**src/hw/rtl/bzs_pkg.sv**
```systemverilog
// shared types and constants for the bezier subdivider
// no dependencies; imported by every module of the block
package bzs_pkg;

  localparam int COORD_BITS_DEF  = 24;
  localparam int T_FRAC_BITS_DEF = 16;
  localparam int NUM_CELLS       = 3;
  localparam int NUM_LEVELS      = NUM_CELLS + 1;
  localparam int NUM_BANKS       = 2;
  localparam int MAX_POINTS      = 7;
  localparam int IDX_BITS        = 3;

  localparam logic [IDX_BITS-1:0] IDX_QUAD_LAST  = IDX_BITS'(4);
  localparam logic [IDX_BITS-1:0] IDX_CUBIC_LAST = IDX_BITS'(6);

  typedef enum logic {
    OP_QUAD  = 1'b0,
    OP_CUBIC = 1'b1
  } bzs_op_t;

  // control that travels with each point through the cell chain
  typedef struct packed {
    logic    valid;
    logic    first;
    logic    last;
    bzs_op_t op;
    logic    bank;
  } bzs_tag_t;

  function automatic logic [IDX_BITS-1:0] last_index(input bzs_op_t op);
    return (op == OP_CUBIC) ? IDX_CUBIC_LAST : IDX_QUAD_LAST;
  endfunction

endpackage

```
**src/hw/rtl/bzs_cell.sv**
```systemverilog
// one interpolation cell of the de casteljau chain
// depends on bzs_pkg; blends the previous point with the incoming one
module bzs_cell
  import bzs_pkg::*;
#(
  parameter int COORD_BITS  = COORD_BITS_DEF,
  parameter int T_FRAC_BITS = T_FRAC_BITS_DEF
) (
  input  logic                          clk,
  input  logic                          rst_n,
  input  bzs_tag_t                      tag_i,
  input  logic signed [COORD_BITS-1:0]  x_i,
  input  logic signed [COORD_BITS-1:0]  y_i,
  input  logic        [T_FRAC_BITS:0]   t_i,
  output bzs_tag_t                      tag_o,
  output logic signed [COORD_BITS-1:0]  x_o,
  output logic signed [COORD_BITS-1:0]  y_o,
  output logic        [T_FRAC_BITS:0]   t_o
);

  localparam int DW = COORD_BITS + 1;
  localparam int PW = DW + T_FRAC_BITS + 2;
  localparam int SW = PW + 1;

  // a + (b - a) * t, rounded, arithmetic shift back to coordinate scale
  function automatic logic signed [COORD_BITS-1:0] lerp1(
    input logic signed [COORD_BITS-1:0] a,
    input logic signed [COORD_BITS-1:0] b,
    input logic        [T_FRAC_BITS:0]  t
  );
    logic signed [DW-1:0]            d;
    logic signed [T_FRAC_BITS+1:0]   ts;
    logic signed [PW-1:0]            prod;
    logic signed [SW-1:0]            s;
    logic signed [SW-1:0]            half;
    d    = DW'(b) - DW'(a);
    ts   = signed'({1'b0, t});
    prod = d * ts;
    half = SW'(1);
    half = half <<< (T_FRAC_BITS - 1);
    s    = SW'(a);
    s    = s <<< T_FRAC_BITS;
    s    = s + SW'(prod) + half;
    s    = s >>> T_FRAC_BITS;
    return COORD_BITS'(s);
  endfunction

  logic signed [COORD_BITS-1:0] prev_x_r;
  logic signed [COORD_BITS-1:0] prev_y_r;
  logic                         prev_first_r;
  bzs_tag_t                     tag_r;
  bzs_tag_t                     tag_nxt;
  logic signed [COORD_BITS-1:0] x_r;
  logic signed [COORD_BITS-1:0] y_r;
  logic        [T_FRAC_BITS:0]  t_r;

  // a segment's first word only primes the cell
  always_comb begin
    tag_nxt.valid = tag_i.valid && !tag_i.first;
    tag_nxt.first = prev_first_r;
    tag_nxt.last  = tag_i.last;
    tag_nxt.op    = tag_i.op;
    tag_nxt.bank  = tag_i.bank;
  end

  always_ff @(posedge clk) begin
    if (!rst_n) begin
      tag_r <= '0;
    end else begin
      tag_r <= tag_nxt;
    end
  end

  always_ff @(posedge clk) begin
    if (tag_i.valid) begin
      prev_x_r     <= x_i;
      prev_y_r     <= y_i;
      prev_first_r <= tag_i.first;
    end
    x_r <= lerp1(prev_x_r, x_i, t_i);
    y_r <= lerp1(prev_y_r, y_i, t_i);
    t_r <= t_i;
  end

  assign tag_o = tag_r;
  assign x_o   = x_r;
  assign y_o   = y_r;
  assign t_o   = t_r;

endmodule

```
**config.mk**
```make
export PLATFORM = sky130hd
export DESIGN_NAME = bzs_cell
export DESIGN_NICKNAME = d
export VERILOG_FILES = /design/src/hw/rtl/bzs_pkg.sv /design/src/hw/rtl/bzs_cell.sv
export SDC_FILE = /design/constraint.sdc
export NUM_CORES = 2
export LEC_CHECK = 0
export ABC_AREA = 0
export ABC_CLOCK_PERIOD_IN_PS = 27200
export BUFFER_PORTS_ARGS = -buffer_cell sky130_fd_sc_hd__buf_2
export CAP_MARGIN = 25
export CORE_MARGIN = 1.5
export CORE_UTILIZATION = 40
export CTS_CLUSTER_DIAMETER = 30
export CTS_CLUSTER_SIZE = 8
export DETAILED_ROUTE_END_ITERATION = 8
export PLACE_DENSITY = 0.67
export SKIP_LAST_GASP = 1
export SLEW_MARGIN = 20
export SYNTH_ARGS = -nofsm -noshare
export SYNTH_HDL_FRONTEND = slang
export SYNTH_SLANG_ARGS = --single-unit
```
**constraint.sdc**
```tcl
create_clock -name clk -period 27.2 [get_ports clk]
set_clock_uncertainty 0.1 [all_clocks]
set_input_delay 5.44 -clock clk [delete_from_list [all_inputs] [get_ports clk]]
set_output_delay 5.44 -clock clk [all_outputs]
set_load 0.01 [all_outputs]
```
==> impl_results.md <==
- Maximum buffer depth of the clock tree: 2
- Crit-path slowest cell: a21oi_2
- Site row count: 110
- Syn Area/Cell: 9.052 µm²
- FF-to-FF setup slack: 17.45 ns
- Mapped Area: 36730 µm²
- Largest net degree at the start of global routing: 56
- Clock tree sinks: 119
- Vias in the first global route: 28371
- Post-CTS sizing: 0
- Pins Over Slew Limit: 0
- Yosys reg bits: 119
- Crit Path Max Fanout: 25
- Worst Hold Class: reg -> reg
- Clock Latency Late Sink: 0.51 ns
- Die H: 306.0 µm
- Post-synth top flop: dfxtp_1
- Initial antenna violation count: 4
- Fin nets: 5272
- Htree depth: 4
- Final setup violating endpoints: 0
- FMAX: 69.47 MHz
- CP required: 27.50 ns
- Kind of critical path: in -> reg
- First-pass GRT wire length: 150.6 mm
- Hold Crit Start: prev_first_r
- Yosys top cell by area: fa_1
- Final WL: 90.59 mm
- CTS root buffer: clkbuf_16
- Worst setup path start: x_i[0]
- DP HPWL: 68.81 mm
- Max-cap viol count: 0
- Synth warnings: 0
- Final core occ: 43.63%
- Post-CTS Setup Inserts: 0
- Mean routed wirelength per cell: 17.10 µm
- # port buffers: 141
- Setup_tns: 0 ns
- Worst Setup Start Kind: input port
- Fillers: 8852
- Core Area: 90560 µm²
- Period utilization: 52.92%
- Syn_nets: 5222
- Drt via density: 4.941
- Netlist cell types: 76
- RSZ-0062 raised after global routing: false
- Clk slew on worst S/H paths: 0.06 ns
- Crit end category: flip-flop
- Layout cells sized above 1: 7.450%
- Mapped Cells: 4058
- Pre-Repair DR Iteration Count: 5
- Max incr delay on CP: 0.63 ns
- Post-synth EDFFs: 49
- Routed vias: 26184
- Asr flop ratio synth: 0%
- Met3 Use GR: 2.862%
- Initial DRC count: 1755
- Routability congestion estimate: 0.8543
- Crit path time final: 14.39 ns
- Fin. Hold Viols: 0
- Num CTS Buffers: 17
- Least-Margin Pin Slew: 1.077 ns
- GR Util met2: 35.55%
- TritonCTS clock tree: done
- Area share of the largest cell type after synthesis: 45.51%
- Slew headroom: 28.23%
- Hold Slack: 0.3498 ns
- Routed Antenna Nets: 0
- CP most frequent cell: fa_1
- GRT Total Usage: 20.58%
- Post-synthesis sequential area ratio: 7.821%
- Layout overhead on the synthesized area: 7.566%
- GR Util met1: 26.75%
- GRT overflow: 0
- Synth area leaders: fa_1 46%, inv_1 11%, ha_1 8.8%, and2_1 6.1%, nand2_1 4.8%
- Initial core utilization: 40.56%
- Top Ports: 142
- Post-route DRC: 0
- CP Data Arrival Time: 14.69 ns
- Crit Reg-Reg Startpoint: prev_x_r[2]
- Chip Width: 306.0 µm
- Layer with the highest usage: met2
- Run status: finished clean
- # hold bufs at CTS: 0
- Die area: 93650 µm²
==> path summary, 6_finish.rpt <==
check / to / depth (start not counted)
setup / recovery: x_o[23] / 36
hold reg to reg: tag_o[3] / 1
setup reg to reg: x_o[23] / 34
hold / removal: tag_o[3] / 1
==> through the flow <==
| step | cell area (µm²) | cells | setup WS (ns) |
|---|---|---|---|
| finish | 39510 | 5299 | 12.81 |
| global route | 39510 | 5297 | 12.41 |
| CTS | 39490 | 5296 | 12.93 |
| detailed placement | 38890 | 5264 | 12.38 |
| global placement | 38890 | 5264 | 12.54 |
| floorplan | 36730 | 4058 | 13.82 |
==> cell usage after synthesis (7+ instances only) <==
library cell and number:
fa_1 835, nand3_1 52, and2_1 357, and2_2 8, and3_1 15, xor2_1 25
nor3_1 18, a21oi_1 73, o21bai_1 7, mux2_2 20, dfxtp_1 70, o21ai_0 42
nor2b_1 76, or3_1 7, clkbuf_1 164, nand2_1 472, edfxtp_1 49, o21a_1 25
buf_2 8, mux2i_1 20, xnor2_1 82, ha_1 257, o211a_1 9, inv_1 1092
nor2_1 63, a21o_1 36, nand2b_1 61, o2111ai_1 12
==> cell usage in the layout, fill, tap and decap left out, types with 19 or more instances in the layout <==
cell type and count:
mux2i_1 20, and2_1 357, buf_2 138, xnor2_2 19
inv_1 1092, nand2_1 472, xnor2_1 63, o21a_1 25
a21oi_1 72, nor2_1 63, fa_1 835, a21o_1 36
nand2b_1 61, buf_4 71, mux2_2 20, o21ai_0 42
dfxtp_1 70, nand3_1 52, edfxtp_1 49, xor2_1 21
nor2b_1 76, ha_1 257
==> sequential cells by signal (all words and copies together), names as in the netlist <==
register,count
x_o,24
prev_first_r,1
t_o,17
y_o,24
tag_o,5
prev_x_r,24
prev_y_r,24
==> metal layers <==
layer / up-vias / part of all wire, %
li1: 11909 / -
met1: 13425 / 42
met2: 706 / 50
met3: 138 / 5.3
met4: 6 / 2.5
met5: - / 0.044
==> cells by family (layout without fill, tap and decap cells) <==
kind of cell	count (synthesis)	count (layout)	synth area share, %
xor+xnor	109	109	2.674
mux	44	44	1.281
flops	119	119	7.821
fa+ha+maj	1092	1092	54.26
simple gates	1153	1153	15.88
buf+inv	1272	1335	13.10
compound gates	269	269	4.983
other cells	0	2	0
==> worst max-delay path: cells and delay by family <==
| family | cells | cell delay [ns] |
|---|---|---|
| AOI/OAI and AO/OA | 13 | 3.77 |
| adders and majority gates | 9 | 3.71 |
| and+or+nand+nor | 5 | 0.61 |
| buffers and inverters | 7 | 0.57 |
| xor gates and xnor gates | 2 | 0.53 |
==> layout make-up <==
class                           instances  area [µm²]  share of cell area (%)
Antenna cell                            2       5.005                 0.01267
Clock buffer                           20       446.7                   1.131
Clock inverter                         12       152.6                  0.3863
Inverter                             1093        4103                   10.38
Multi-Input combinational cell       2667       29220                   73.97
Sequential cell                       119        2873                   7.271
Tap cell                             1176        1471                   3.724
Timing Repair Buffer                  210        1235                   3.126
Power is left out: the tool's default activity adds up to more than one toggle a clock period on the data nets, which glitch-free logic cannot reach.
