===== src/hw/rtl/bzs_pkg.sv =====
// shared types and constants for the bezier subdivider
// no dependencies; imported by every module of the block
package bzs_pkg;

  localparam int COORD_BITS_DEF  = 24;
  localparam int T_FRAC_BITS_DEF = 16;
  localparam int NUM_CELLS       = 3;
  localparam int NUM_LEVELS      = NUM_CELLS + 1;
  localparam int NUM_BANKS       = 2;
  localparam int MAX_POINTS      = 7;
  localparam int IDX_BITS        = 3;

  localparam logic [IDX_BITS-1:0] IDX_QUAD_LAST  = IDX_BITS'(4);
  localparam logic [IDX_BITS-1:0] IDX_CUBIC_LAST = IDX_BITS'(6);

  typedef enum logic {
    OP_QUAD  = 1'b0,
    OP_CUBIC = 1'b1
  } bzs_op_t;

  // control that travels with each point through the cell chain
  typedef struct packed {
    logic    valid;
    logic    first;
    logic    last;
    bzs_op_t op;
    logic    bank;
  } bzs_tag_t;

  function automatic logic [IDX_BITS-1:0] last_index(input bzs_op_t op);
    return (op == OP_CUBIC) ? IDX_CUBIC_LAST : IDX_QUAD_LAST;
  endfunction

endpackage


===== src/hw/rtl/bzs_collect.sv =====
// result stage: two banks of seven points filled from every level of the chain,
// emitted in index order one per cycle; depends on bzs_pkg
module bzs_collect
  import bzs_pkg::*;
#(
  parameter int COORD_BITS = COORD_BITS_DEF
) (
  input  logic                          clk,
  input  logic                          rst_n,
  input  bzs_tag_t                      tag_i [NUM_LEVELS],
  input  logic signed [COORD_BITS-1:0]  x_i   [NUM_LEVELS],
  input  logic signed [COORD_BITS-1:0]  y_i   [NUM_LEVELS],
  input  logic                          alloc_i,
  output logic                          wr_bank_o,
  output logic                          bank_free_o,
  output logic                          out_valid_o,
  output logic [IDX_BITS-1:0]           out_idx_o,
  output logic signed [COORD_BITS-1:0]  out_x_o,
  output logic signed [COORD_BITS-1:0]  out_y_o,
  output logic                          out_last_o
);

  logic signed [COORD_BITS-1:0] bx_r [NUM_BANKS][MAX_POINTS];
  logic signed [COORD_BITS-1:0] by_r [NUM_BANKS][MAX_POINTS];
  bzs_op_t                      bop_r [NUM_BANKS];
  logic [NUM_BANKS-1:0]         owned_r;
  logic [NUM_BANKS-1:0]         owned_nxt;
  logic [NUM_BANKS-1:0]         full_r;
  logic [NUM_BANKS-1:0]         full_nxt;
  logic                         wr_bank_r;
  logic                         rd_bank_r;
  logic [IDX_BITS-1:0]          idx_r;
  logic                         out_valid_r;
  logic [IDX_BITS-1:0]          out_idx_r;
  logic signed [COORD_BITS-1:0] out_x_r;
  logic signed [COORD_BITS-1:0] out_y_r;
  logic                         out_last_r;
  logic                         emit;
  logic                         rd_last;
  logic                         rd_done;

  assign emit    = full_r[rd_bank_r];
  assign rd_last = (idx_r == last_index(bop_r[rd_bank_r]));
  assign rd_done = emit && rd_last;

  // level l's first output is point l, its last is point n-1-l
  always_ff @(posedge clk) begin
    for (int l = 0; l < NUM_LEVELS; l++) begin
      if (tag_i[l].valid && tag_i[l].first) begin
        bx_r[tag_i[l].bank][IDX_BITS'(l)] <= x_i[l];
        by_r[tag_i[l].bank][IDX_BITS'(l)] <= y_i[l];
      end
      if (tag_i[l].valid && tag_i[l].last) begin
        bx_r[tag_i[l].bank][last_index(tag_i[l].op) - IDX_BITS'(l)] <= x_i[l];
        by_r[tag_i[l].bank][last_index(tag_i[l].op) - IDX_BITS'(l)] <= y_i[l];
      end
      if (tag_i[l].valid && tag_i[l].first && tag_i[l].last) begin
        bop_r[tag_i[l].bank] <= tag_i[l].op;
      end
    end
    out_idx_r  <= idx_r;
    out_x_r    <= bx_r[rd_bank_r][idx_r];
    out_y_r    <= by_r[rd_bank_r][idx_r];
    out_last_r <= rd_last;
  end

  // a bank read out in this cycle can be taken by a new segment at the same edge
  always_comb begin
    owned_nxt = owned_r;
    if (rd_done) begin
      owned_nxt[rd_bank_r] = 1'b0;
    end
    if (alloc_i) begin
      owned_nxt[wr_bank_r] = 1'b1;
    end
  end

  // the middle point is the last one written for a segment
  always_comb begin
    full_nxt = full_r;
    if (rd_done) begin
      full_nxt[rd_bank_r] = 1'b0;
    end
    for (int l = 1; l < NUM_LEVELS; l++) begin
      if (tag_i[l].valid && tag_i[l].first && tag_i[l].last) begin
        full_nxt[tag_i[l].bank] = 1'b1;
      end
    end
  end

  always_ff @(posedge clk) begin
    if (!rst_n) begin
      owned_r     <= '0;
      full_r      <= '0;
      wr_bank_r   <= 1'b0;
      rd_bank_r   <= 1'b0;
      idx_r       <= '0;
      out_valid_r <= 1'b0;
    end else begin
      out_valid_r <= emit;
      owned_r     <= owned_nxt;
      full_r      <= full_nxt;
      if (emit) begin
        if (rd_last) begin
          idx_r     <= '0;
          rd_bank_r <= !rd_bank_r;
        end else begin
          idx_r <= idx_r + IDX_BITS'(1);
        end
      end
      if (alloc_i) begin
        wr_bank_r <= !wr_bank_r;
      end
    end
  end

  assign wr_bank_o   = wr_bank_r;
  assign bank_free_o = !owned_r[wr_bank_r] || (rd_done && (rd_bank_r == wr_bank_r));
  assign out_valid_o = out_valid_r;
  assign out_idx_o   = out_idx_r;
  assign out_x_o     = out_x_r;
  assign out_y_o     = out_y_r;
  assign out_last_o  = out_last_r;

  a_last_idx: assert property (@(posedge clk) disable iff (!rst_n)
    out_valid_r && out_last_r |-> (out_idx_r == IDX_QUAD_LAST) || (out_idx_r == IDX_CUBIC_LAST))
    else $error("last flag on a point that cannot end a segment");

  a_burst: assert property (@(posedge clk) disable iff (!rst_n)
    out_valid_r && !out_last_r |=>
      out_valid_r && (out_idx_r == IDX_BITS'($past(out_idx_r) + IDX_BITS'(1))))
    else $error("gap or skip inside a segment's points");

  a_restart: assert property (@(posedge clk) disable iff (!rst_n)
    out_valid_r && out_last_r |=> !out_valid_r || (out_idx_r == '0))
    else $error("new segment does not start at point zero");

  a_alloc: assert property (@(posedge clk) disable iff (!rst_n)
    alloc_i |-> !owned_r[wr_bank_r] || (rd_done && (rd_bank_r == wr_bank_r)))
    else $error("segment taken into a bank still in use");

  a_full_owned: assert property (@(posedge clk) disable iff (!rst_n)
    (full_r & ~owned_r) == '0)
    else $error("bank complete without an owner");

endmodule


===== config.mk =====
export PLATFORM = sky130hd
export DESIGN_NAME = bzs_collect
export DESIGN_NICKNAME = d
export VERILOG_FILES = /design/src/hw/rtl/bzs_pkg.sv /design/src/hw/rtl/bzs_collect.sv
export SDC_FILE = /design/constraint.sdc
export NUM_CORES = 1
export LEC_CHECK = 0
export BUFFER_PORTS_ARGS = -buffer_cell sky130_fd_sc_hd__clkbuf_2
export CORE_MARGIN = 1
export CORE_UTILIZATION = 25
export CTS_CLUSTER_DIAMETER = 60
export DETAILED_ROUTE_END_ITERATION = 7
export MAX_ROUTING_LAYER = met4
export PLACE_DENSITY_LB_ADDON = 0.2
export SKIP_LAST_GASP = 1
export SLEW_MARGIN = 15
export SYNTH_ARGS = -nofsm -noshare
export SYNTH_HDL_FRONTEND = slang
export SYNTH_SLANG_ARGS = --single-unit

===== constraint.sdc =====
create_clock -name clk -period 4.89 [get_ports clk]
set_input_delay 0.2445 -clock clk [delete_from_list [all_inputs] [get_ports clk]]
set_output_delay 0.2445 -clock clk [all_outputs]
set_load 0.1 [all_outputs]

==> results.md, run 1 <==
- The flow ran to the end, and the final reports show no timing, DRC or antenna violations.
- Setup total negative slack on the finished layout was measured at 0 ns.
- The max-slew violation total from the final report is 0.
- Counting instances in the post-synthesis netlist gives the leading cell types as 674 x sky130_fd_sc_hd__edfxtp_1, 430 x sky130_fd_sc_hd__mux2_2, 164 x sky130_fd_sc_hd__nand2_1.
- Each instance of the synthesized netlist takes up on average 16.7 µm².
- The initial antenna violation count is 18.
- Setup repair after global routing left no endpoint under its margin.
- The worst setup timing slack at the placement stage is 2.09 ns.
- The top-level I/O count is 270.
- For this design, the sink count on the clock tree is 737.
- The die width is 367 µm.
- Of all cell types, the one taking the most synthesized area is sky130_fd_sc_hd__edfxtp_1.
- On the final layout, the worst clock skew is 0.0190 ns.
- The post-layout worst setup margin is 1.40 ns.
- The via count of the first global-routing pass is 21900.
- The initialized floorplan defines 133 standard-cell rows.
- The critical path start-end classification is flop to output pin.
- The worst-case IR drop observed on VDD is 0.214 mV.
- The clock insertion delay at the later pin of the skew report is 0.70 ns.
- Global routing used 16.7% of the available tracks.
- The starting density of the core is 25.2%.
- The largest incremental delay on the critical path is 0.59 ns.
- The remaining number of nets flagged by the antenna check after routing is 0.
- The top flip-flop cell by instance count after synthesis is sky130_fd_sc_hd__edfxtp_1.
- Detailed placement ended at an HPWL of 67600 µm.
- The clock-pin transition on the worst setup and hold timing paths is 0.06 ns.
- Based on the critical path, the design can be clocked at up to 287 MHz.
- After synthesis, the cell types taking the most area are sky130_fd_sc_hd__edfxtp_1 61%, sky130_fd_sc_hd__mux2_2 15%, sky130_fd_sc_hd__mux4_2 8.0%.
- The y dimension of the die is 367 µm.
- The required time reported for the critical path endpoint is 4.65 ns.
- In the routed design, unresolved DRC markers number 0.
- The mean routed wirelength per cell is 25.1 µm.
- The detailed router finished its first iteration with 1269 violations.
- For the worst setup path, the data arrival time is 3.24 ns.
- The level count of the clock H-tree is 3.
- STA classifies the critical path startpoint as a flop.
- The die footprint is 135000 µm².
- The number of clock buffers added by TritonCTS is 95.
- The sequential cell area fraction in the yosys report is 64.6%.
- Across all layers, the routed design uses 20300 vias.
- The area fraction of the dominant cell type after synthesis is 60.8%.
- The pre-antenna-repair detailed-routing pass consisted of 7 iterations.
- The filler cell count is 12900.
- The first global-routing pass estimated 157000 µm of wire.
- In the routed layout, each cell is associated on average with a via count of 4.62.
- The final critical-path share of the clock period is 71.4%.
- The number of placed instances, taps included, is 3945.
- The share of final-layout standard cells stronger than drive strength 1 is 40.0%.
- During synthesis, Yosys emitted a total of 0 warnings.
- The completed layout was analyzed and its total power is 16300 µW.
- In this run the deepest clock path goes through 3 buffers.
- Yosys mapped a number of flops with a built-in enable equal to 674.
- The area growth from synthesis to final layout is 27.6%.
- By instance count, the leading cell after synthesis is sky130_fd_sc_hd__edfxtp_1.
- The critical path goes through buf_4 -> nand2b_1 -> nor3_1 -> o32a_1 -> clkbuf_2.
- After clock tree synthesis, the repair step resized 0 gates.
- The headroom to the max-slew limit is 26.1%.
- The cell at the root of the clock tree is sky130_fd_sc_hd__clkbuf_16.
- The largest net degree at the start of global routing is 69.
- The class of the tightest hold or removal check is input port to flop.
- The final-stage net count is 2750.
- The congestion estimate from routability-driven global placement came to 0.750.
- The worst hold margin is 0.0650 ns.
- The final critical-path required period is 3.49 ns.
- The cell area after synthesis is 33300 µm².
- Along the worst path, the maximum fanout reaches 31.
- In this run the static leakage power is 0.0142 µW.
- The number of nets in the synthesized netlist is 2213.
- In this run, synthesis produced a sequential element count of 737.
- The port buffer count is 269.
- The final number of hold-violating endpoints is 0.
- The max-cap violation count is 0.
- The number of standard cells after synthesis is 1997.
- The unique cell type count in the Yosys netlist is 42.
- At the pin with the least slew margin, the transition time is 1.11 ns.
- Power spread over the standard cell area amounts to 385 nW/µm².
- The category of the worst setup path capture point is an output pin.
- The number of endpoints failing setup at the final stage is 0.
- The cell family with the largest share of critical-path delay is simple AND/OR/NAND/NOR gates.
- In the synthesized netlist the async set-or-reset flop fraction comes to 0%.
- The region available for standard cell placement spans 132000 µm².
- The total detailed-routing wirelength is 110000 µm.
- The sum of buffers and inverters on the critical path is 2.
- TritonCTS built the clock tree.
- For this design, the slowest cell found on the critical path is sky130_fd_sc_hd__nor3_1.
- For this run the aggregate overflow at the end of global routing stands at 0.
- The number of standard cells in the layout, taps in and fillers out is 4389.
placed cells by master (no fill, tap or decap), types with 7 or more instances in the layout:
cell type	n
sky130_fd_sc_hd__edfxtp_1	674
sky130_fd_sc_hd__mux2_2	430
sky130_fd_sc_hd__clkbuf_2	269
sky130_fd_sc_hd__dlygate4sd3_1	247
sky130_fd_sc_hd__nand2_1	161
sky130_fd_sc_hd__mux2i_1	126
sky130_fd_sc_hd__mux4_2	118
sky130_fd_sc_hd__clkbuf_16	95
sky130_fd_sc_hd__dfxtp_1	59
sky130_fd_sc_hd__o21ai_0	58
sky130_fd_sc_hd__buf_4	45
sky130_fd_sc_hd__o21ai_1	42
sky130_fd_sc_hd__a21oi_1	27
sky130_fd_sc_hd__o22ai_1	26
sky130_fd_sc_hd__o32ai_1	26
sky130_fd_sc_hd__nor2_1	26
sky130_fd_sc_hd__nor2b_1	23
sky130_fd_sc_hd__clkinv_2	20
sky130_fd_sc_hd__diode_2	17
sky130_fd_sc_hd__clkbuf_1	15
sky130_fd_sc_hd__clkinv_1	12
sky130_fd_sc_hd__clkbuf_8	9
sky130_fd_sc_hd__bufinv_16	8
sky130_fd_sc_hd__inv_6	7
worst reg2reg max path: cells and delay by family (launching register included):
kind | cells | cell delay, ns
and+or+nand+nor | 1 | 0.88
buffers and inverters | 1 | 0.45
DFF | 1 | 0.74
AOI/OAI and AO/OA | 3 | 0.58
layer usage:
metal / wire length (µm) / share of wire, % / vias up / global-route usage, %
met5: 0 / 0 / - / -
met4: 2740 / 2.5 / 0 / 5.03
met3: 4770 / 4.3 / 149 / 2.76
met2: 55000 / 50 / 537 / 28.2
met1: 47800 / 43 / 10600 / 20.5
li1: - / - / 9055 / -
flip-flops by register name, summed over array words and instances, names as in the netlist, named ones only:
signal	flops
full_r	2
bx_r	336
idx_r	3
out_valid_o	1
out_y_o	24
out_idx_o	3
by_r	336
out_x_o	24
owned_r	2
rd_bank_r	1
wr_bank_o	1
out_last_o	1
bop_r	2
final timing paths:
check,from,endpoint,slack (ns),cells past startpoint
max,idx_r[0],bank_free_o,1.40,5
min,tag_i[2],bop_r[1],0.06,3
max reg2reg,idx_r[0],out_x_o[13],2.10,5
min reg2reg,owned_r[0],owned_r[0],0.48,2
where the power goes:
part           internal (µW)  switching, µW  leakage (µW)
combinational            690           1170       0.00594
sequential              7320            144       0.00672
clock                   4160           2860       0.00155
metrics by stage:
step                utilization, %  cell area (µm²)
floorplan                        -            33300
global placement              27.9            36800
detailed placement            27.9            36800
CTS                           32.2            42400
global route                  32.2            42500
finish                        32.2            42500
final cells by class:
type                       count  area [µm²]  share of cell area [%]
timing repair buffer         567        4280                    10.1
sequential                   737       21500                    50.7
inverter                       8        37.5                  0.0884
tap                         1755        2200                    5.17
multi-input combinational   1125       11200                    26.5
antenna                       17        42.5                   0.100
clock buffer                 119        2560                    6.02
clock inverter                61         603                    1.42
logic make-up (layout without fill, tap and decap cells):
family / Yosys count / in the layout / share of synthesized area, %
flip-flops: 737 / 737 / 64.6
multiplexers: 679 / 679 / 26.5
AND/OR/NAND/NOR: 246 / 246 / 3.22
AO/OA/AOI/OAI: 195 / 195 / 3.46
buffers and inverters: 135 / 755 / 2.07
XOR/XNOR: 4 / 4 / 0.105
adder cells (fa/ha/maj): 1 / 1 / 0.0376
other: 0 / 17 / 0
timing repair:
item                       in CTS  in global routing
setup buffers                   0                  0
hold endpoints to repair      686                  0
setup endpoints to repair       0                  0
hold buffers                  247                  0
No activity file was read; power rests on OpenSTA's default activity.
==> run 2: changes to the inputs <==
- clock period: 4.89 -> 3.6 ns (I/O delays scaled with it)
==> run 2 against run 1 <==
Clock skew rose by 0.0094 ns. Count of clock-buffer cells in the layout rose by 1. Register-to-register slack worse by 0.92 ns. Routed wire length up 2.5%. Total power grew 33%. Clock power rose by 30%. Critical path depth stayed put. Highest routed layer unchanged. Die area unchanged. Largest power group unchanged. Utilization barely moved. Via count is 1.4% higher. Critical path type unchanged. Sequential cell count stayed put.
==> results.md, run 2 (synthesis gave the netlist of run 1 again) <==
- The first global-routing pass estimated 161000 µm of wire.
- The die is 367 µm tall.
- The top routing layer in use is met4.
- Traced cell by cell, the critical path runs through mux2i_1 -> xnor2_1 -> nor3_1 -> o32a_1 -> buf_4.
- In the finished design, the share of the clock period the worst path needs comes to 88.6%.
- The final critical-path required period is 3.19 ns.
- The headroom to the max-slew limit is 17.7%.
- The weighted congestion at the end of routability-driven global placement is 0.742.
- The highest achievable clock rate is 314 MHz.
- The number of clock buffers added by TritonCTS is 92.
- The required time reported for the critical path endpoint is 3.42 ns.
- The die width is 367 µm.
- The post-route clock skew is 0.0284 ns.
- In this run the most critical hold path is launched from tag_i[0].
- Detailed routing placed a total of 5470 µm of wire on met3.
- The level count of the clock H-tree is 3.
- For this run the aggregate overflow at the end of global routing stands at 0.
- The filler cells instantiated in the layout total 12900.
- From synthesis to final layout, the design area changed by 27.6%.
- The floorplan step defined a die boundary enclosing 135000 µm².
- 270 I/O pins were placed.
- The via count of the first global-routing pass was 22000.
- The area of the core region is 132000 µm².
- The power density over cell area is 514 nW/µm².
- The library cells used most frequently in the layout, excluding fill and tap cells, are 674 x sky130_fd_sc_hd__edfxtp_1, 430 x sky130_fd_sc_hd__mux2_2, 268 x sky130_fd_sc_hd__clkbuf_2, 237 x sky130_fd_sc_hd__dlygate4sd3_1, 162 x sky130_fd_sc_hd__nand2_1.
- The post-route netlist has 39.7% of its cells at a drive strength greater than 1.
- Port buffering added 269 buffers.
- The detailed-route wire length on metal 1 is 51100 µm.
- The initial antenna violation count is 17.
- The post-layout total power is 21800 µW.
- The HPWL reported at the end of detailed placement is 65200 µm.
- The class of the tightest hold or removal check is input port to flop.
- The clock insertion delay at the later pin of the skew report is 0.66 ns.
- The max-cap violation count is 0.
- Entering global routing, the biggest net connects 125 pins.
- The max-slew violation total from the final report is 0.
- The number of endpoints failing setup at the final stage is 0.
- The number of DRC markers in iteration 0 is 1603.
- After detailed routing, the met2 layer carries 54100 µm of wire.
- Global routing consumed, over all layers together, 17.1% of the routing resources.
- The buffer count from post-CTS setup fixing is 0.
- The worst setup path is captured at an output pin.
- The site row count is 133.
- Setup repair after global routing left no endpoint under its margin.
- The clock-pin transition on the worst setup and hold timing paths is 0.06 ns.
- The kind of start point of the critical path is a flop.
- The final number of hold-violating endpoints is 0.
- The analysis attributes to cell leakage a power of 0.0142 µW.
- For the pin with the worst max-slew slack, the measured transition is 1.23 ns.
- The pre-antenna-repair detailed-routing pass consisted of 5 iterations.
- For this run, the post-layout net count is 2743.
- The largest single stage delay on the critical path is 0.54 ns.
- The largest vdd supply drop is 0.307 mV.
- The root buffer cell chosen for the clock tree is sky130_fd_sc_hd__clkbuf_16.
- The starting density of the core is 25.2%.
- In the final routed layout, each cell accounts on average for 25.9 µm.
- After routing, the total negative slack on setup checks comes to 0 ns.
- No sink is reached through more buffers than the 3 on the longest clock path.
- The critical path is of the flop to output pin type.
- The count of unresolved DRC violations after routing is 0.
- After detailed routing, the total wire length is 113000 µm.
- The via count normalized by instance count is 4.71.
- The count of nets left with antenna violations once routing finished came out at 0.
- Detailed routing inserted a total of 20600 vias.
- The endpoint arrival time on the critical path is 3.01 ns.
- Counting both buffers and inverters, the worst setup path holds a total of 1.
- The most common cell after layout, fill and taps aside is sky130_fd_sc_hd__edfxtp_1.
- The cell family with the largest share of critical-path delay is simple AND/OR/NAND/NOR gates.
- The total clock sinks is 737.
- The run finished with clean final reports.
- For this design, the slowest cell found on the critical path is sky130_fd_sc_hd__nor3_1.
- In this run the worst path has a maximum fanout of 11.
- TritonCTS built the clock tree.
-- run 2: report_power, final --
| group | internal (µW) | switching, µW | leakage, µW | total, µW |
|---|---|---|---|---|
| clock | 5430 | 3690 | 0.00144 | 9120 |
| combinational | 961 | 1630 | 0.00600 | 2590 |
| sequential | 9940 | 169 | 0.00672 | 10100 |
-- run 2: worst reg2reg max path, cell delays in order, from the launching register on --
cell	delay, ns
sky130_fd_sc_hd__dfxtp_4	0.49
sky130_fd_sc_hd__buf_12	0.31
sky130_fd_sc_hd__buf_4	0.54
sky130_fd_sc_hd__mux4_2	0.55
sky130_fd_sc_hd__nor2b_1	0.14
sky130_fd_sc_hd__o21ai_1	0.16
sky130_fd_sc_hd__o21ai_1	0.09
-- run 2: timing repair --
| item | 4_1_cts | 5_1_grt |
|---|---|---|
| gates resized for setup | 0 | 0 |
| hold buffers | 237 | 0 |
| endpoints found under the hold margin | 687 | 0 |
-- run 2: through the flow --
| step | setup WS [ns] | utilization (%) | hold slack (ns) | std cells | instance area, µm² |
|---|---|---|---|---|---|
| final | 0.412 | 32.2 | 0.0638 | 4369 | 42500 |
| after global routing | 0.343 | 32.2 | 0.0754 | 4369 | 42500 |
| after CTS | 0.367 | 32.2 | 0.0160 | 4355 | 42400 |
| after detailed placement | 1.11 | 28.1 | 0.456 | 3951 | 37100 |
| after global placement | 1.15 | 28.1 | 0.444 | 3951 | 37100 |
| after floorplan | 0.323 | - | 0.279 | 1997 | 33300 |
-- run 2: final cells by class --
| type | count | area, µm² | area share, % |
|---|---|---|---|
| Sequential cell | 737 | 21500 | 50.7 |
| Timing Repair Buffer | 563 | 4490 | 10.6 |
| Clock buffer | 120 | 2520 | 5.94 |
| Inverter | 8 | 32.5 | 0.0766 |
| Antenna cell | 14 | 35.0 | 0.0825 |
| Multi-Input combinational cell | 1125 | 11200 | 26.5 |
| Clock inverter | 47 | 440 | 1.04 |
| Tap cell | 1755 | 2200 | 5.17 |
-- run 2: final timing paths --
check	endpoint	slack, ns	cells after the start
min	bop_r[1]	0.06	3
max	bank_free_o	0.41	5
max reg2reg	out_x_o[18]	1.18	6
min reg2reg	owned_r[1]	0.47	2
-- run 2: per-layer routing --
layer / global-route usage [%] / vias to the layer above
met5: - / -
met4: 4.03 / 0
met3: 2.94 / 154
met2: 27.4 / 628
met1: 22.4 / 10800
li1: - / 9021
