--- config.mk ---
export PLATFORM = sky130hd
export DESIGN_NAME = bzs_feed
export DESIGN_NICKNAME = d
export VERILOG_FILES = /design/src/hw/rtl/bzs_pkg.sv /design/src/hw/rtl/bzs_feed.sv
export SDC_FILE = /design/constraint.sdc
export NUM_CORES = 1
export LEC_CHECK = 0
export ABC_AREA = 1
export ABC_CLOCK_PERIOD_IN_PS = 1600
export BUFFER_PORTS_ARGS = -buffer_cell sky130_fd_sc_hd__buf_2
export CELL_PAD_IN_SITES_DETAIL_PLACEMENT = 0
export CELL_PAD_IN_SITES_GLOBAL_PLACEMENT = 2
export CORE_MARGIN = 2
export CORE_UTILIZATION = 25
export CTS_CLUSTER_DIAMETER = 150
export DETAILED_ROUTE_END_ITERATION = 10
export GPL_TIMING_DRIVEN = 0
export PLACE_DENSITY = 0.69
export REMOVE_ABC_BUFFERS = 1
export SLEW_MARGIN = 20
export SYNTH_ARGS = -nofsm -noshare
export SYNTH_HDL_FRONTEND = slang
export SYNTH_SLANG_ARGS = --single-unit
--- constraint.sdc ---
create_clock -name clk -period 1.6 [get_ports clk]
set_input_delay 0.16 -clock clk [delete_from_list [all_inputs] [get_ports clk]]
set_output_delay 0.16 -clock clk [all_outputs]
set_load 0.005 [all_outputs]
--- src/hw/rtl/bzs_pkg.sv ---
// shared types and constants for the bezier subdivider
// no dependencies; imported by every module of the block
package bzs_pkg;

  localparam int COORD_BITS_DEF  = 24;
  localparam int T_FRAC_BITS_DEF = 16;
  localparam int NUM_CELLS       = 3;
  localparam int NUM_LEVELS      = NUM_CELLS + 1;
  localparam int NUM_BANKS       = 2;
  localparam int MAX_POINTS      = 7;
  localparam int IDX_BITS        = 3;

  localparam logic [IDX_BITS-1:0] IDX_QUAD_LAST  = IDX_BITS'(4);
  localparam logic [IDX_BITS-1:0] IDX_CUBIC_LAST = IDX_BITS'(6);

  typedef enum logic {
    OP_QUAD  = 1'b0,
    OP_CUBIC = 1'b1
  } bzs_op_t;

  // control that travels with each point through the cell chain
  typedef struct packed {
    logic    valid;
    logic    first;
    logic    last;
    bzs_op_t op;
    logic    bank;
  } bzs_tag_t;

  function automatic logic [IDX_BITS-1:0] last_index(input bzs_op_t op);
    return (op == OP_CUBIC) ? IDX_CUBIC_LAST : IDX_QUAD_LAST;
  endfunction

endpackage

--- src/hw/rtl/bzs_feed.sv ---
// input stage: latches a segment and streams its control points into the chain
// depends on bzs_pkg; one point per cycle, three points for a quadratic segment and four for a cubic
module bzs_feed
  import bzs_pkg::*;
#(
  parameter int COORD_BITS  = COORD_BITS_DEF,
  parameter int T_FRAC_BITS = T_FRAC_BITS_DEF
) (
  input  logic                          clk,
  input  logic                          rst_n,
  input  logic                          load_i,
  input  bzs_op_t                       op_i,
  input  logic                          bank_i,
  input  logic signed [COORD_BITS-1:0]  p0_x_i,
  input  logic signed [COORD_BITS-1:0]  p0_y_i,
  input  logic signed [COORD_BITS-1:0]  p1_x_i,
  input  logic signed [COORD_BITS-1:0]  p1_y_i,
  input  logic signed [COORD_BITS-1:0]  p2_x_i,
  input  logic signed [COORD_BITS-1:0]  p2_y_i,
  input  logic signed [COORD_BITS-1:0]  p3_x_i,
  input  logic signed [COORD_BITS-1:0]  p3_y_i,
  input  logic        [T_FRAC_BITS:0]   split_t_i,
  output logic                          hold_o,
  output bzs_tag_t                      tag_o,
  output logic signed [COORD_BITS-1:0]  x_o,
  output logic signed [COORD_BITS-1:0]  y_o,
  output logic        [T_FRAC_BITS:0]   t_o
);

  localparam logic [T_FRAC_BITS:0] T_ONE = (T_FRAC_BITS+1)'(1) << T_FRAC_BITS;
  localparam logic [1:0] CNT_QUAD_LAST  = 2'd2;
  localparam logic [1:0] CNT_CUBIC_LAST = 2'd3;

  logic                         active_r;
  logic [1:0]                   cnt_r;
  bzs_op_t                      op_r;
  logic                         bank_r;
  logic signed [COORD_BITS-1:0] px_r [4];
  logic signed [COORD_BITS-1:0] py_r [4];
  logic        [T_FRAC_BITS:0]  t_r;
  logic [1:0]                   cnt_last;
  logic                         feed_last;

  assign cnt_last  = (op_r == OP_CUBIC) ? CNT_CUBIC_LAST : CNT_QUAD_LAST;
  assign feed_last = active_r && (cnt_r == cnt_last);

  always_ff @(posedge clk) begin
    if (!rst_n) begin
      active_r <= 1'b0;
      cnt_r    <= '0;
    end else if (load_i) begin
      active_r <= 1'b1;
      cnt_r    <= '0;
    end else if (active_r) begin
      if (feed_last) begin
        active_r <= 1'b0;
      end
      cnt_r <= cnt_r + 2'd1;
    end
  end

  always_ff @(posedge clk) begin
    if (load_i) begin
      op_r    <= op_i;
      bank_r  <= bank_i;
      px_r[0] <= p0_x_i;
      py_r[0] <= p0_y_i;
      px_r[1] <= p1_x_i;
      py_r[1] <= p1_y_i;
      px_r[2] <= p2_x_i;
      py_r[2] <= p2_y_i;
      px_r[3] <= p3_x_i;
      py_r[3] <= p3_y_i;
      // anything above one counts as one
      t_r     <= (split_t_i > T_ONE) ? T_ONE : split_t_i;
    end
  end

  // a new segment may load during the last word of the current one
  assign hold_o = active_r && !feed_last;

  always_comb begin
    tag_o.valid = active_r;
    tag_o.first = (cnt_r == 2'd0);
    tag_o.last  = (cnt_r == cnt_last);
    tag_o.op    = op_r;
    tag_o.bank  = bank_r;
  end

  assign x_o = px_r[cnt_r];
  assign y_o = py_r[cnt_r];
  assign t_o = t_r;

endmodule

==> summary.md, run 1 <==
| Metric | Value |
|---|---|
| Clock Skew | 0.0002416 ns |
| Reg-to-Reg End | active_r$_SDFF_PN0_ |
| Starting Density | approximately 25% |
| First-pass GRT wire length | slightly below 40000 um |
| Max Slew Vio Count | 0 |
| WP data arrival | between 1.5 and 2 ns |
| DR WL/cell | 17.93 um |
| Die X | approximately 180 um |
| Worst Path Max Fanout | 6 |
| Layout fillers | roughly 3100 |
| RSZ-0062 raised after global routing | true |
| IR drop worst, VDD | between 0.7 and 0.8 mV |
| Nets | between 1000 and 1500 |
| Top-area cell type share of the netlist area | 77.53% |
| Reg clk slew, reported paths | 0.05 ns |
| Yosys warning count | 0 |
| Initial antenna violation count | 1 |
| Largest area contributor in the netlist | edfxtp_1 |
| DIE AREA | ~0.034 mm2 |
| DRT iter0 DRCs | between 200 and 300 |
| Row count | 66 |
| Post-DP HPWL | between 10000 and 15000 um |
| Ports | approximately 290 |
| Asr flop ratio synth | 0% |
| Gr usage total | between 15 and 20% |
| Clk sink count | ~220 |
| Overflow after GRT | 0 |
| Syn Inst Count | ~560 |
| Total CTS buffers | 25 |
| Clk_lat worst skew | ~0.51 ns |
| Antenna Nets Post-Route | 0 |
| Most frequent cell after synthesis | edfxtp_1 |
| CP endpoint kind | output port |
| Sequential-to-total area share from yosys stat | approximately four fifths |
| H-Tree Depth | 1 |
| R2R depth | 6 |
| Net Sw Frac | 22.29% |
| HP Class | primary input to register |
| Avg Inst Size Synth | 14.52 um2 |
| Max_cap viols | 0 |
| Internal Pwr Total | 10.45 mW |
| CP endpoint | x_o[6] |
| Final setup viols | 48 |
| Worst-margin pin slew | 0.5516 ns |
| Final wirelength | 27600 um |
| Setup crit start kind | register |
| WHS | roughly 0.029 ns |
| CP Class | register to output port |
| F_max | between 500 and 600 MHz |
| Hold Path Depth | 3 |
| Final hold violations | 0 |
| Vias in the first global route | approximately 6700 |
| Cell area after synthesis | 0.008173 mm2 |
| Reg2reg start | op_r$_DFFE_PP_ |
| Clock share of power | approximately 37% |
| Core Area | roughly 0.032 mm2 |
| Slowest-stage cell, CP | dfxtp_4 |
| Pwr/cell area | 1001 mW/mm2 |
| Layout area overhead | 64.37% |
| Psw | 2.997 mW |
| Max-slew headroom | 63.23% |
| R2r setup slk | around 0.15 ns |
| IO Port Bufs | approximately 280 |
| Synth cell count leaders | edfxtp_1, nor2_1, o21ai_0 |
| Most area-consuming cells after synthesis | edfxtp_1, o21ai_0, nor2_1, o22ai_1, buf_6 |
| Layout cells sized above 1 | a little over a third |
| Main synth FF type | edfxtp_1 |
| Yosys reg bits | between 200 and 250 |
| CP Cell Sequence | buf_16, buf_12, o21ai_1, o22ai_1, buf_2 |
| Status | complete, but fails checks |
| Logic pwr share | about an eighth |
| Leakage power | 5.340 nW |
| Remaining DRCs | 0 |
| Clock Path Buffers | 3 |
| Die extent in y | ~180 um |
| Slowest stage delay, CP | approximately 0.46 ns |
| Failing checks | setup timing |
| Crit share post-route | 117.6% |
| Fin crit period | approximately 1.9 ns |
| Reg power frac | around half |
| CTS tree | yes |
| Root Buffer | clkbuf_16 |
| Largest net degree at the start of global routing | 100 |
| Via density | around 4.2 |
| Vias | 6504 |
| Synth unique cells | 23 |
| Sum of negative setup slack | -11.82 ns |
| Global placer's final weighted congestion | 0.7181 |
| Setup ws final | -0.2820 ns |
| CP Data Required Time | 1.44 ns |
| Drt first pass iters | 6 |
| Number of synthesized flops with an enable pin | 211 |
[critical path, delay by kind of cell (launching register included)]
kind	cells	cell delay, ns
buffers and inverters	3	0.50
DFF	1	0.46
AOI/OAI and AO/OA	2	0.23
[flip-flops by register name (all words and copies together), names as in the netlist, named ones only]
name      cells
px_r         96
op_r          1
t_o          17
active_r      1
cnt_r         2
bank_r        1
py_r         96
[layout make-up]
cell class,count,area (um2),share of cell area [%]
inverter,25,126.4,0.9407
timing repair inverter,6,118.9,0.8848
antenna,2,5.005,0.03725
multi-input combinational,284,1453,10.81
timing repair buffer,523,4044,30.10
sequential,216,6445,47.97
clock buffer,34,659.4,4.908
tap,442,553.0,4.117
clock inverter,7,30.03,0.2235
[layout by cell type, fill, tap and decap left out, types with 4 or more instances in the layout]
| cell | n |
|---|---|
| o21ai_1 | 55 |
| buf_4 | 7 |
| buf_2 | 283 |
| buf_12 | 7 |
| clkbuf_16 | 26 |
| nor2_2 | 9 |
| o21ai_0 | 34 |
| clkinv_1 | 4 |
| a21oi_1 | 8 |
| clkbuf_1 | 9 |
| nand2_1 | 10 |
| dlygate4sd3_1 | 212 |
| a21oi_2 | 10 |
| o21ai_2 | 7 |
| edfxtp_1 | 211 |
| buf_16 | 8 |
| nor2_1 | 98 |
| o22ai_1 | 46 |
| inv_1 | 23 |
[what timing repair did]
item / 4_1_cts / 5_1_grt
setup buffers: 15 / 4
hold buffers: 212 / 0
pin swaps: 6 / 8
setup endpoints to repair: 48 / 49
gates cloned: 8 / 4
resized for setup: 49 / 57
endpoints found under the hold margin: 231 / 0
[per-layer routing]
metal | share of wire [%] | wire, um | track usage [%]
met5 | 0 | 0 | 0
met4 | 2.7 | 732 | 4.317
met3 | 6.4 | 1778 | 4.188
met2 | 48 | 13250 | 26.11
met1 | 43 | 11840 | 18.55
[power by group through the flow]
stage	clock network [mW]	logic [mW]	registers, mW
floorplan	0	0.289	6.93
global placement	0	0.960	7.00
detailed placement	0	1.01	6.96
CTS	5.16	1.62	6.82
global route	5.34	1.80	6.87
finish	4.97	1.64	6.83
[worst min path at each step]
stage | startpoint | end | slack, ns
global route | split_t_i[14] | t_o[14]$_SDFFCE_PN0P_ | 0.03
finish | split_t_i[14] | t_o[14]$_SDFFCE_PN0P_ | 0.03
floorplan | bank_i | bank_r$_DFFE_PP_ | 0.26
CTS | split_t_i[14] | t_o[14]$_SDFFCE_PN0P_ | 0.01
global placement | p0_x_i[23] | px_r[0][23]$_DFFE_PP_ | 0.34
detailed placement | p2_x_i[23] | px_r[2][23]$_DFFE_PP_ | 0.34
[metrics by stage]
stage / util (%) / std cells / cell area, um2 / worst slack [ns] / total power [mW]
global placement: 30.58 / 1251 / 9898 / -3.951 / 7.962
global route: 41.49 / 1537 / 13430 / -0.3676 / 14.01
CTS: 41.04 / 1530 / 13280 / -0.3125 / 13.60
floorplan: - / 525 / 7924 / -1.308 / 7.220
detailed placement: 30.90 / 1254 / 10000 / -0.5670 / 7.961
finish: 41.50 / 1539 / 13430 / -0.2820 / 13.44
[logic make-up (layout without fill, tap and decap cells)]
logic type / after synthesis / count (layout) / synth area share [%]
flops: 216 / 216 / 78.75
compound gates: 164 / 164 / 11.30
simple gates: 119 / 119 / 5.573
buf+inv: 63 / 595 / 4.225
fa+ha+maj: 1 / 1 / 0.1531
other cells: 0 / 2 / 0
Power figures use the tool's default switching activity.
==> run 2, diff against run 1 <==
CORE_UTILIZATION = 35   (was 25)
PLACE_DENSITY = 0.9   (was 0.69)
==> run 2 against run 1 <==
Net effect:
- fmax increased by 0.71%
- die area decreased by 28%
- largest power group unchanged
- count of clock-buffer cells in the layout decreased by 5
- setup slack improved by 0.013 ns
- the flow still finishes with violations (setup timing)
- combinational power about the same
==> summary.md, run 2 (synthesis gave the netlist of run 1 again) <==
| Metric | Value |
|---|---|
| Clk_lat worst skew | 0.51 ns |
| R2R depth | 4 |
| Finished Cell Area | 0.01319 mm2 |
| R2r setup slk | 0.57 ns |
| Final setup viols | 48 |
| Die X | 156.8 um |
| CP endpoint kind | output port |
| Worst Path Max Fanout | 13 |
| Reg clk slew, reported paths | approximately 0.06 ns |
| Via density | between 4 and 5 |
| Max-slew headroom | 70.54% |
| Layout area overhead | 61.36% |
| Hold EP | t_o[8]$_SDFFCE_PN0P_ |
| DR WL/cell | about 19 um |
| HP Class | primary input to register |
| Nets | around 1300 |
| Vias in the first global route | roughly 7000 |
| Setup ws final | -0.2687 ns |
| Area of the multi-input gates | around 0.0015 mm2 |
| Largest net degree at the start of global routing | between 80 and 90 |
| Total CTS buffers | 23 |
| Clock Path Buffers | 3 |
| CP Data Required Time | 1.44 ns |
| Gr usage total | between 20% and 30% |
| Worst-margin pin slew | about 0.44 ns |
| Post-DP HPWL | 12710 um |
| IO Port Bufs | 284 |
| H-Tree Depth | 1 |
| Global placer's final weighted congestion | 0.7571 |
| F_max | 535.1 MHz |
| Drt first pass iters | 4 |
| Leakage power | roughly 5.3 nW |
| Antenna Nets Post-Route | 0 |
| Core Area | 0.02278 mm2 |
| Die extent in y | approximately 160 um |
| Initial antenna violation count | 1 |
| Most frequent cells in the layout | buf_2, edfxtp_1, dlygate4sd3_1 |
| Max_cap viols | 0 |
| Fin crit period | around 1.9 ns |
| IR drop worst, VDD | between 0.6 and 0.7 mV |
| Clk sink count | ~220 |
| WP data arrival | about 1.7 ns |
| Row count | 55 |
| CP Class | register to output port |
| Post-place setup slack | -0.5221 ns |
| Commonest non-fill, non-tap cell in the layout | buf_2 |
| Failing checks | setup timing |
| Crit share post-route | 116.8% |
| Post-Place Cell Area | 0.009847 mm2 |
| DIE AREA | ~0.025 mm2 |
| Final wirelength | around 26000 um |
| Clock Skew | between 0.003 and 0.004 ns |
| Layout fillers | about 1700 |
| Remaining DRCs | 0 |
| DRT iter0 DRCs | between 400 and 500 |
| Ports | approximately 290 |
| Reg2reg start | cnt_r[0]$_SDFFE_PP0P_ |
| Final hold violations | 0 |
| Starting Density | between 30 and 40% |
| Root Buffer | clkbuf_16 |
| Hold Path Depth | 3 |
| Vias | between 6000 and 7000 |
| Storage element area | 0.006445 mm2 |
| RSZ-0062 raised after global routing | true |
| Setup crit start kind | register |
| Hold path start | split_t_i[8] |
| Pwr/cell area | about 1000 mW/mm2 |
| Status | complete, but fails checks |
| Layout cells sized above 1 | 35.14% |
| Overflow after GRT | 0 |
| Max Slew Vio Count | 0 |
| First-pass GRT wire length | around 38000 um |
| CTS tree | yes |
==> run 2: cell types whose count changed in the layout (fill, tap and decap cells not counted), sizes merged, moves of 2 or more <==
cell,previous run,this run
clkbuf,35,30
dlygate4sd3,212,210
clkinv,9,14
buf,310,307
==> run 2: per-stage QoR <==
stage	total power, mW	std cells	setup TNS, ns	utilization (%)	hold slack, ns
2_1_floorplan	7.220	525	-62.47	-	0.2589
3_3_place_gp	7.914	1122	-672.87	42.75	0.3369
4_1_cts	13.23	1400	-9.983	57.40	0.007047
5_1_grt	13.70	1404	-13.08	57.90	0.03451
6_report	13.18	1404	-9.615	57.90	0.03241
3_5_place_dp	7.941	1126	-29.21	43.23	0.3381
==> run 2: cell type report <==
type	count	share of cell area, %
timing repair buffer	519	30.52
clock inverter	13	0.4554
antenna	1	0.01898
timing repair inverter	4	0.5218
inverter	25	0.9583
clock buffer	29	4.535
multi-input combinational	284	11.15
sequential	216	48.87
tap	313	2.970
==> run 2: worst max path at each step <==
| stage | start | end | cells past startpoint |
|---|---|---|---|
| 4_1_cts | register | y_o[10] | 5 |
| 6_report | register | x_o[21] | 5 |
| 5_1_grt | register | y_o[9] | 5 |
| 3_5_place_dp | register | x_o[15] | 4 |
| 3_3_place_gp | register | x_o[17] | 4 |
| 2_1_floorplan | register | x_o[0] | 3 |
==> run 2: repair_timing <==
item | in CTS | in global routing
hold buffers | 210 | 0
pin swaps | 5 | 6
gates resized for setup | 56 | 47
hold endpoints to repair | 214 | 0
setup buffers | 14 | 1
setup endpoints to repair | 48 | 49
gates cloned | 9 | 2
==> run 2: routing by layer <==
layer	GRT usage, %	wire length [um]	vias to the layer above
met5	0	0	-
met1	23.71	10300	3244
met3	5.400	2183	39
met2	36.38	13220	273
li1	-	-	3112
met4	4.937	444	0
==> run 2: worst max-delay path: stages, from the launching register on <==
cell and delay, ns:
dfxtp_4 0.39, buf_4 0.22, buf_16 0.19, nor2_1 0.07, o22ai_1 0.17, buf_2 0.15
==> run 2: where the power goes <==
group / switching, mW / internal (mW)
Sequential: 0.130 / 6.70
Combinational: 0.733 / 0.895
Clock: 2.08 / 2.64
==> run 3, diff against run 2 <==
ABC_AREA = not set   (was 1)
CORE_MARGIN = 4   (was 2)
CORE_UTILIZATION = 38   (was 35)
==> run 3 against run 2 <==
Net effect:
- the flow now stops in 4_1_cts
- synthesized cell count down 44%
- area after synthesis down 3.9%
==> summary.md, run 3 <==
| Metric | Value |
|---|---|
| Yosys warning count | 0 |
| Top-area cell type share of the netlist area | 80.69% |
| Root Buffer | clkbuf_16 |
| Post CTS Setup Buffer Count | 7 |
| Starting Density | ~39% |
| Sequential-to-total area share from yosys stat | 81.96% |
| Main synth FF type | edfxtp_1 |
| Failed at | 4_1_cts |
| Post-place setup slack | -0.3189 ns |
| Most area-consuming cells after synthesis | edfxtp_1, mux4_2, dfxtp_1, and2b_1, buf_4 |
| Die extent in y | 151.8 um |
| Clock Path Buffers | 3 |
| Total CTS buffers | 23 |
| Asr flop ratio synth | 0% |
| Global placer's final weighted congestion | a little over 0.8 |
| Hold buffer count at CTS | roughly 180 |
| Most frequent cell after synthesis | edfxtp_1 |
| H-Tree Depth | 1 |
| Status | aborted with a tool error |
| IO Port Bufs | 284 |
| Syn Inst Count | ~310 |
| Synth cell count leaders | edfxtp_1, mux4_2, and2b_1 |
| Ports | about 290 |
| Cell area after synthesis | roughly 0.0079 mm2 |
| Post-DP HPWL | between 10000 and 15000 um |
| First Err | [ERROR RSZ-0060] Max buffer count reached. |
| Row count | 52 |
| Avg Inst Size Synth | ~25 um2 |
| Clk sink count | around 220 |
| PostCTS Resize Cnt | 8 |
| Die X | between 150 and 200 um |
| Largest area contributor in the netlist | edfxtp_1 |
| Yosys reg bits | ~220 |
| Synth unique cells | 20 |
| Number of synthesized flops with an enable pin | around 210 |
-- run 3: cell count changes after synthesis, sizes merged, moves of 18 or more --
cell   previous run  this run
a21oi            18         0
mux4              0        48
o21ai            96         0
inv              25         3
o22ai            48         0
nor2            107         3
-- run 3: per-stage QoR --
step,hold WS (ns),instances,instance area (um2),setup TNS (ns)
after detailed placement,0.3381,856,9607,-13.93
after global placement,0.3372,853,9514,-580.59
after floorplan,0.2589,299,7755,-62.68
-- run 3: logic make-up after synthesis --
| family | share of synthesized area [%] |
|---|---|
| multiplexers | 13.89 |
| buffers and inverters | 1.386 |
| XOR/XNOR | 0.2231 |
| AND/OR/NAND/NOR | 2.071 |
| adder cells (fa/ha/maj) | 0.1593 |
| AO/OA/AOI/OAI | 0.3028 |
| flip-flops | 81.96 |
==> run 4, diff against run 3 <==
CELL_PAD_IN_SITES_DETAIL_PLACEMENT = not set   (was 0)
CELL_PAD_IN_SITES_GLOBAL_PLACEMENT = not set   (was 2)
CORE_UTILIZATION = 23   (was 38)
CTS_CLUSTER_DIAMETER = not set   (was 150)
PLACE_DENSITY = not set   (was 0.9)
PLACE_DENSITY_LB_ADDON = 0.15   (was not set)
==> run 4 against run 3 <==
Net effect:
- the flow now finishes, with violations (setup timing)
- synthesized cell count stayed put
- area after synthesis stayed put
==> summary.md, run 4 <==
| Metric | Value |
|---|---|
| Status | complete, but fails checks |
| Failing checks | setup timing |
| Synth cell count leaders | edfxtp_1, mux4_2, and2b_1 |
| Max Slew Vio Count | 0 |
| Largest net degree at the start of global routing | 96 |
| Placed instance count | between 1000 and 1500 |
| Final wirelength | 20880 um |
| Antenna Nets Post-Route | 0 |
| Remaining DRCs | 0 |
| Die X | about 190 um |
| Number of synthesized flops with an enable pin | between 200 and 250 |
| Worst-margin pin slew | roughly 0.66 ns |
| Clock Path Buffers | 3 |
| Top-area cell type share of the netlist area | approximately four fifths |
| CP Class | register to output port |
| IR drop worst, VDD | 0.7414 mV |
| Leakage power | slightly below 5 nW |
| Fin crit period | 2.062 ns |
| CTS tree | yes |
| Internal Pwr Total | between 10 and 15 mW |
| WP data arrival | between 1.5 and 2 ns |
| DIE AREA | ~0.037 mm2 |
| Drt first pass iters | 4 |
| Via density | between 3 and 4 |
| CP Data Required Time | between 1 and 1.5 ns |
| Reg2reg start | cnt_r[0]$_SDFFE_PP0P_ |
| Synth unique cells | 20 |
| Core Area | roughly 0.034 mm2 |
| Nets | between 1000 and 1500 |
| Clock Skew | 0.0006767 ns |
| Reg power frac | 51.2% |
| DRT iter0 DRCs | 142 |
| H-Tree Depth | 1 |
| Syn Inst Count | 313 |
| Clk_lat worst skew | 0.54 ns |
| Row count | 67 |
| Sequential-to-total area share from yosys stat | 81.96% |
| Setup crit start kind | register |
| Max_cap viols | 0 |
| Reg clk slew, reported paths | 0.06 ns |
| Most frequent cell after synthesis | edfxtp_1 |
| Clk sink count | about 220 |
| Cell area after synthesis | 0.007853 mm2 |
| Most frequent cells in the layout | buf_2, dlygate4sd3_1, edfxtp_1 |
| Max-slew headroom | 55.13% |
| Vias in the first global route | just under 6000 |
| RSZ-0062 raised after global routing | true |
| Hold path start | p0_x_i[20] |
| Die extent in y | 192.8 um |
| Layout area overhead | 64.58% |
| Area of the multi-input gates | between 0.001 and 0.0015 mm2 |
| HP Class | primary input to register |
| Setup ws final | -0.4621 ns |
| Overflow after GRT | 0 |
| Ports | roughly 290 |
| Global placer's final weighted congestion | approximately 0.73 |
| Initial antenna violation count | 0 |
| IO Port Bufs | between 200 and 300 |
| Most area-consuming cells after synthesis | edfxtp_1, mux4_2, dfxtp_1, and2b_1, buf_4 |
| Final hold violations | 0 |
| Net Sw Frac | 21.25% |
| Asr flop ratio synth | 0% |
| Ant diodes | 0 |
| R2R depth | 4 |
| Clock share of power | between 30% and 40% |
| Post-DP HPWL | about 13000 um |
| Psw | 2.830 mW |
| Starting Density | about a quarter |
| Commonest non-fill, non-tap cell in the layout | buf_2 |
| Main synth FF type | edfxtp_1 |
| R2r setup slk | around 0.49 ns |
| Logic pwr share | about a tenth |
| Yosys reg bits | approximately 220 |
| Root Buffer | clkbuf_16 |
| Final setup viols | 48 |
| CP endpoint kind | output port |
| F_max | about 480 MHz |
| DR WL/cell | between 15 and 20 um |
| Non-Filler Instances | 1300 |
| Layout fillers | 3120 |
| Total CTS buffers | 25 |
| Layout cells sized above 1 | between 40% and 50% |
| First-pass GRT wire length | 31240 um |
| Pwr Total | roughly 13 mW |
| Crit share post-route | 128.9% |
| Avg Inst Size Synth | 25.09 um2 |
| Worst Path Max Fanout | 6 |
| Hold Path Depth | 2 |
| Pwr/cell area | around 1000 mW/mm2 |
| Hold EP | px_r[0][20]$_DFFE_PP_ |
| Gr usage total | between 10% and 20% |
| Yosys warning count | 0 |
| Vias | about 5100 |
| Storage element area | ~0.0064 mm2 |
| Largest area contributor in the netlist | edfxtp_1 |
==> run 4: how the worst max path moves through the flow <==
stage	from	to	depth (start not counted)
2_1_floorplan	register	x_o[0]	1
3_3_place_gp	register	y_o[20]	2
3_5_place_dp	register	y_o[17]	3
4_1_cts	register	x_o[7]	4
5_1_grt	register	x_o[21]	4
6_report	register	x_o[21]	4
==> run 4: final cells by class <==
type	count	share of cell area [%]
flip-flops and latches	216	49.86
repair buffers	509	29.85
inverters	3	0.08713
clock inverters	16	0.7358
clock buffers	28	4.928
multi-input cells	80	10.20
well taps	448	4.337
==> run 4: stage by stage <==
step	hold slack [ns]	util, %	TNS [ns]	worst slack [ns]	instance area, um2
floorplan	0.2589	-	-62.68	-1.306	7755
global placement	0.3365	28.96	-630.07	-2.704	9737
detailed placement	0.3381	29.32	-18.72	-0.3574	9857
CTS	0.2800	38.44	-22.89	-0.5169	12920
global route	0.2881	38.44	-24.27	-0.5695	12920
finish	0.3247	38.44	-18.81	-0.4621	12920
==> run 4: critical path, stage by stage, from the launching register on <==
cell and delay (ns):
dfxtp_4 0.42, buf_12 0.15, buf_16 0.15, mux4_2 0.51
buf_6 0.13
==> run 4: logic make-up (layout without fill, tap and decap cells) <==
| family | Yosys count | count (layout) | synth area share, % |
|---|---|---|---|
| xor+xnor | 2 | 2 | 0.2231 |
| simple gates | 25 | 25 | 2.071 |
| flops | 216 | 216 | 81.96 |
| compound gates | 3 | 3 | 0.3028 |
| fa+ha+maj | 1 | 1 | 0.1593 |
| buf+inv | 17 | 556 | 1.386 |
| mux | 49 | 49 | 13.89 |
==> run 4: per-layer routing <==
layer,GRT usage [%],wire length [um],vias up
li1,-,-,2371
met1,12.39,7875,2468
met2,18.87,10420,203
met3,4.468,2033,36
met4,3.044,551,0
met5,0,0,-
==> run 4: what timing repair did <==
item / in CTS / in global routing
resized for setup: 5 / 5
hold buffers: 215 / 0
endpoints found under the hold margin: 248 / 0
setup buffers: 5 / 0
cloned: 2 / 0
endpoints found under the setup margin: 50 / 50
pin swaps: 2 / 1
==> run 4: power by group through the flow <==
stage	registers, mW	logic, mW	clock network (mW)
global placement	6.98	0.871	0
finish	6.82	1.41	5.08
detailed placement	6.95	0.928	0
CTS	6.82	1.43	5.32
floorplan	6.92	0.279	0
global route	6.86	1.54	5.61
